$ cat config.mk
export PLATFORM = sky130hd
export DESIGN_NAME = bps_mac
export DESIGN_NICKNAME = d
export VERILOG_FILES = /design/src/rtl/bps_pkg.sv /design/src/rtl/bps_mac.sv
export SDC_FILE = /design/constraint.sdc
export NUM_CORES = 1
export LEC_CHECK = 0
export ABC_AREA = 1
export ABC_CLOCK_PERIOD_IN_PS = 5100
export BUFFER_PORTS_ARGS = -buffer_cell sky130_fd_sc_hd__buf_4
export CORE_UTILIZATION = 30
export DETAILED_ROUTE_END_ITERATION = 8
export PLACE_DENSITY_LB_ADDON = 0.12
export SLEW_MARGIN = 15
export SYNTH_ARGS = -nofsm -noshare
export SYNTH_HDL_FRONTEND = slang
export SYNTH_SLANG_ARGS = --single-unit
export TNS_END_PERCENT = 100
$ cat constraint.sdc
create_clock -name clk -period 5.1 [get_ports clk]
set_input_delay 0.255 -clock clk [delete_from_list [all_inputs] [get_ports clk]]
set_output_delay 0.255 -clock clk [all_outputs]
set_load 0.05 [all_outputs]
$ cat src/rtl/bps_pkg.sv
// ----------------------------------------------------------------------------
// bps_pkg: shared definitions for the bilinear pixel sampler
// Sizes, fixed-point widths, operation and register codes, and the
// sequencer state and control types used by the sampler and its blend datapath.
// ----------------------------------------------------------------------------
package bps_pkg;

  // Image store geometry.
  localparam int MAX_WIDTH  = 128;
  localparam int MAX_HEIGHT = 128;
  localparam int COL_W      = $clog2(MAX_WIDTH);
  localparam int ROW_W      = $clog2(MAX_HEIGHT);
  localparam int ADDR_W     = COL_W + ROW_W;
  localparam int DEPTH      = MAX_WIDTH * MAX_HEIGHT;

  // Pixel format.
  localparam int CHANNELS = 3;
  localparam int CHAN_W   = 8;
  localparam int PIX_W    = CHANNELS * CHAN_W;

  // Location and blend arithmetic.
  localparam int FRAC_BITS = 8;
  localparam int LOC_W     = 17;
  localparam int INT_W     = LOC_W - 1 - FRAC_BITS;
  localparam int ONE_W     = FRAC_BITS + 1;
  localparam int WEIGHT_W  = 2 * FRAC_BITS + 1;
  localparam int ACC_W     = CHAN_W + 2 * FRAC_BITS;

  // Configuration port.
  localparam int SIZE_W = 8;
  localparam int CFG_W  = 8;

  typedef enum logic [0:0] {
    REG_IMAGE_WIDTH  = 1'b0,
    REG_IMAGE_HEIGHT = 1'b1
  } reg_index_t;

  typedef enum logic [0:0] {
    OP_WRITE  = 1'b0,
    OP_SAMPLE = 1'b1
  } op_t;

  typedef enum logic [1:0] {
    ST_IDLE,
    ST_READ,
    ST_LAST,
    ST_DONE
  } state_t;

  // Control from the sequencer to the blend datapath.
  typedef struct packed {
    logic clear;
    logic accum;
  } mac_ctl_t;

endpackage

$ cat src/rtl/bps_mac.sv
// ----------------------------------------------------------------------------
// bps_mac: per-channel weighted accumulation
// Multiplies one neighbour pixel by its weight and sums the products of
// all neighbours of a sample; the channel results are the truncated sums.
// ----------------------------------------------------------------------------
module bps_mac (
  input  logic                             clk,
  input  bps_pkg::mac_ctl_t                ctl,
  input  logic [bps_pkg::WEIGHT_W-1:0]     weight,
  input  logic [bps_pkg::PIX_W-1:0]        pixel,
  output logic [bps_pkg::CHANNELS-1:0][bps_pkg::CHAN_W-1:0] chan
);

  localparam int PROD_W = bps_pkg::WEIGHT_W + bps_pkg::CHAN_W;

  logic [bps_pkg::CHANNELS-1:0][bps_pkg::ACC_W-1:0] acc;
  logic [bps_pkg::CHANNELS-1:0][PROD_W-1:0]         prod;

  // One product per channel for the neighbour now on the read port.
  always_comb begin
    for (int c = 0; c < bps_pkg::CHANNELS; c++) begin
      prod[c] = weight * pixel[c*bps_pkg::CHAN_W +: bps_pkg::CHAN_W];
    end
  end

  // The sum of all four weights is exactly one, so the sum fits ACC_W bits.
  always_ff @(posedge clk) begin
    for (int c = 0; c < bps_pkg::CHANNELS; c++) begin
      if (ctl.clear) begin
        acc[c] <= '0;
      end else if (ctl.accum) begin
        acc[c] <= acc[c] + prod[c][bps_pkg::ACC_W-1:0];
      end
    end
  end

  // Drop the fraction bits of the weights.
  always_comb begin
    for (int c = 0; c < bps_pkg::CHANNELS; c++) begin
      chan[c] = acc[c][bps_pkg::ACC_W-1:2*bps_pkg::FRAC_BITS];
    end
  end

endmodule

* Word level (Yosys, flattened, before mapping)
Index checks and enable logic that the tools add are counted.
** Storage, ports and cells
- Register bits after elaboration :: 72
- Input bits :: 44
- Output and inout bits :: 24
- Word-level logic and storage cells :: 9
** Cells by class
- $add $sub $neg :: 3
- $mul :: 3
** Operator list (number)
- adder 24 bit :: 3
- multiplier 17 x 8 -> 24 bit :: 3

* Depth between registers and ports, before layout
- Depth in word-level cells :: 2
- Gate-level depth with buffers :: 25
- Mapped depth without buffers :: 23

* Worst setup path after synthesis
No wires, ideal clock.
- Path type :: input to register
- Start :: input port pixel[0] (netlist bit)
- End :: register acc (netlist bit chan[2])
- Setup time :: 109 ps
- Arrival time :: 4074 ps
- Data required time :: 4991 ps
- Path slack :: 917 ps
- Stages on the path :: 22
- Path buffers :: 2
- Path through :: clkbuf_1 clkbuf_1 nand2_1 fa_1 inv_1 fa_1 fa_1 inv_1 fa_1 inv_1 ha_1 nand2_1 inv_1 nand2_1 and2_1 nor2_1 nor2_1 nand2_1 nand2_1 nand3_1 nand2_1 inv_1
** On the way
- Cells in the longest elaborated chain, start to end :: 2
** RTL lines
- from (decl) :: line bps_mac.sv:10 : input logic [bps_pkg::PIX_W-1:0] pixel,
- multiplier 17 x 8 -> 24 bit :: line bps_mac.sv:22 : prod[c] = weight * pixel[c*bps_pkg::CHAN_W +: bps_pkg::CHAN_W];
- adder 24 bit :: line bps_mac.sv:32 : acc[c] <= acc[c] + prod[c][bps_pkg::ACC_W-1:0];
- to (signal, indexed assignment) :: line bps_mac.sv:32
- to (decl) :: line bps_mac.sv:16 : logic [bps_pkg::CHANNELS-1:0][bps_pkg::ACC_W-1:0] acc;
Every way passes these cells.
A chain may end at the register's enable or synchronous reset.

* Worst setup path in the final report
- Start :: register acc (netlist bit chan[8])
- End :: register acc (netlist bit chan[15])
** On the way
- Cells in the longest elaborated chain, start to end :: 1
** RTL lines (line)
- adder 24 bit :: bps_mac.sv:32
Every way passes these cells.

==> results.py <==
metrics = {
    "setup_path": {
        "critPathKind": "register to register",
        "cp-endpoint": "chan[15]",
        "crit_top_cell": "inv_1",
        "required_ns": 5.40,
        "end_kind": "register",
        "worst_path_max_delay_cell": "fa_1",
        "path_max_fanout": 5,
        "r2r_cells": 19,
        "reg2reg_setup_slack_ns": 0.92,
        "crit_arrival_ns": 4.47,
        "reg2reg_from": "chan[8]",
        "cpPeakStageDelay_ns": 0.55,
        "startpoint_type": "register",
        "crit_chain": "inv_1 > fa_1 > inv_1 > fa_1 > fa_1 > inv_1 > fa_1 > inv_1 > ha_1 > a21oi_1 > inv_1 > nand2_1 > nand2_1 > a21oi_1 > nand2_1 > nand2_1 > nand3_1 > nand2_1 > inv_1",
        "crit_start": "chan[8]",
        "reg2reg_to": "chan[15]",
    },
    "sta": {
        "tightestPinTransition_ns": 0.871,
        "finalMaxSlewViolations": 0,
        "finalSetupViolCount": 0,
        "fin_tns_setup_ns": 0,
        "finalCriticalPeriod_ns": 4.18,
        "fin_skew_ns": 0.0143,
        "relSlewSlack_pct": 41.9,
        "rsz0062_at_grt": "false",
        "hold_viol": 0,
        "max_freq_ghz": 0.240,
        "finalCritPeriodShare_pct": 81.9,
    },
    "global_route": {
        "globalRouteTotalUtil_pct": 17.4,
        "grt_pass1_vias": 16388,
        "grt_pass1_wl_mm": 87.1,
        "grt-ovfl-total": 0,
        "antenna_found_initial": 1,
        "grt_max_degree": 54,
    },
    "yosys": {
        "synth_area_per_cell_sq_um": 6.77,
        "netlist_instances": 2787,
        "synth_xor_area_share_pct": 1.07,
        "synth_compound_area_share_pct": 4.14,
        "synth_top_family_by_area": "adder cells",
        "ys_ff_latch": 72,
        "synthAdderAreaFrac_pct": 43.8,
        "ys_types": 30,
        "ys_seq_area_share_pct": 7.64,
        "syn_area_sq_um": 18900,
        "syn_nets": 3290,
        "synth-simple-area-share_pct": 21.7,
        "ys_warn_count": 0,
        "synth.area.mux_share_pct": 0,
    },
    "layout": {
        "utilization_pct": 32.5,
        "synthToLayoutAreaGrowth_pct": 6.80,
        "nets": 3241,
        "final_cells": 3581,
        "finalInstanceArea_sq_um": 20200,
        "layout-drive-gt1-share_pct": 3.83,
    },
    "clock_tree": {
        "postCtsSetupBuffers": 0,
        "cts_sinks": 72,
        "clk_path_buf_depth": 2,
        "clkLatencyLatePin_ns": 0.39,
        "h-tree-depth": 3,
        "cts_tree": "yes",
        "ctsResizeCount": 0,
        "cts_buffers": 9,
        "hold_buffers": 0,
        "clock_tree.root_cell": "clkbuf_16",
        "clkTransAtPathRegs_ns": 0.07,
    },
    "drt": {
        "met2RoutedLength_mm": 24.8,
        "num_vias": 15430,
        "highest_layer": "met4",
        "drcViolationCount": 0,
        "drt_pass1_iterations": 5,
        "wl_met1_mm": 25.2,
        "routedWlPerCell_um": 14.7,
        "dr_wl_met3_mm": 2.01,
        "ant_nets": 0,
        "viasPerCell": 4.31,
        "drt_iter0_markers": 873,
        "drt-total-wl_mm": 52.6,
    },
    "status": {
        "outcome": "finished, final reports clean",
    },
    "floorplanning": {
        "start_util_pct": 30.5,
        "die_w_um": 253,
        "io_pins": 68,
        "die-height_um": 253,
        "dieArea_sq_um": 63900,
        "fp.coreArea_sq_um": 61900,
        "rows": 91,
    },
    "worst_hold_path": {
        "hp-class": "input port to register",
    },
    "placement": {
        "placedInstanceArea_sq_um": 19800,
        "port_buffers": 67,
        "gp_congestion": 0.826,
        "placed_cells": 3564,
        "place_hpwl_mm": 42.0,
    },
    "run": {
        "max_cap_violations": 0,
    },
}
-- worst max-delay path: cells and delay by family, from the launching register on --
kind / cells / cell delay, ns
flip-flops: 1 / 0.37
AO/OA/AOI/OAI: 2 / 0.51
AND/OR/NAND/NOR: 6 / 0.42
buffers and inverters: 6 / 0.37
adder cells (fa/ha/maj): 5 / 2.42
-- metrics by stage --
stage	hold WS (ns)	setup slack [ns]
after floorplan	0.449	0.917
after global placement	0.466	0.669
after detailed placement	0.463	0.658
after CTS	0.282	0.890
after global routing	0.305	0.662
final	0.312	0.925
-- cell families (layout without fill, tap and decap cells) --
family,Yosys count,after routing
AOI/OAI and AO/OA,149,149
DFF,72,72
buffers and inverters,1059,1014
and+or+nand+nor,1025,1025
xor gates and xnor gates,23,23
other,0,2
adders and majority gates,459,459
-- state kept, by name, indices dropped and copies added, names as in the netlist --
register and cells:
acc 48, chan 24
-- cells in the final DEF, fill, tap and decap left out, drive strengths merged --
cell | Yosys | final
inv | 929 | 929
nand2 | 788 | 788
fa | 336 | 336
ha | 123 | 123
nor2 | 104 | 104
nand3 | 99 | 99
a21oi | 89 | 89
dfxtp | 72 | 72
buf | 37 | 70
o21ai | 47 | 47
xor2 | 20 | 20
nand4 | 11 | 11
nor3 | 11 | 11
clkbuf | 93 | 10
o21bai | 8 | 8
nand3b | 5 | 5
and2 | 5 | 5
xnor2 | 3 | 3
o211ai | 3 | 3
clkinvlp | 0 | 3
diode | 0 | 2
a21o | 2 | 2
nor4 | 1 | 1
or2 | 1 | 1
clkinv | 0 | 1
bufinv | 0 | 1
-- worst min-delay path by stage --
| stage | start | endpoint | slack [ns] | cells past startpoint |
|---|---|---|---|---|
| after floorplan | acc[11] | acc[11] | 0.45 | 2 |
| after CTS | ctl[0] | acc[28] | 0.28 | 2 |
| after global routing | ctl[0] | acc[28] | 0.30 | 2 |
| after global placement | acc[35] | acc[35] | 0.47 | 2 |
| final | ctl[0] | acc[28] | 0.31 | 2 |
| after detailed placement | acc[35] | acc[35] | 0.46 | 2 |
-- layout make-up --
class / count / area [sq um]
diodes: 2 / 5.00
well taps: 837 / 1050
clock inverters: 5 / 57.6
flip-flops and latches: 72 / 1440
multi-input cells: 1656 / 13300
fillers: 6903 / 41800
repair buffers: 70 / 526
clock buffers: 10 / 239
inverters: 929 / 3490
-- layer usage --
layer,up-vias,GRT usage [%]
met4,0,3.22
li1,7647,-
met1,7511,23.8
met2,241,29.3
met3,31,2.48
met5,-,0
-- cell usage after synthesis --
master	count	area [sq um]
inv_1	926	3480
nand2_1	784	2940
fa_1	336	6730
ha_1	123	1540
nor2_1	100	375
clkbuf_1	93	349
nand3_1	93	465
a21oi_1	89	445
dfxtp_1	72	1440
o21ai_0	46	230
buf_4	24	180
xor2_1	20	175
nand4_1	11	68.8
nor3_1	11	55.1
buf_2	10	50.1
o21bai_1	7	52.6
nand3_2	6	60.1
and2_1	5	31.3
nand3b_1	5	37.5
nand2_2	4	25.0
nor2_2	4	25.0
buf_1	3	11.3
inv_2	3	11.3
o211ai_1	3	22.5
xnor2_1	3	26.3
a21o_1	2	15.0
nor4_1	1	6.26
o21ai_1	1	5.00
o21bai_2	1	11.3
or2_0	1	6.26
Power is not shown: default switching activity piles up to over one toggle a cycle in this logic, so the estimate is an artifact.
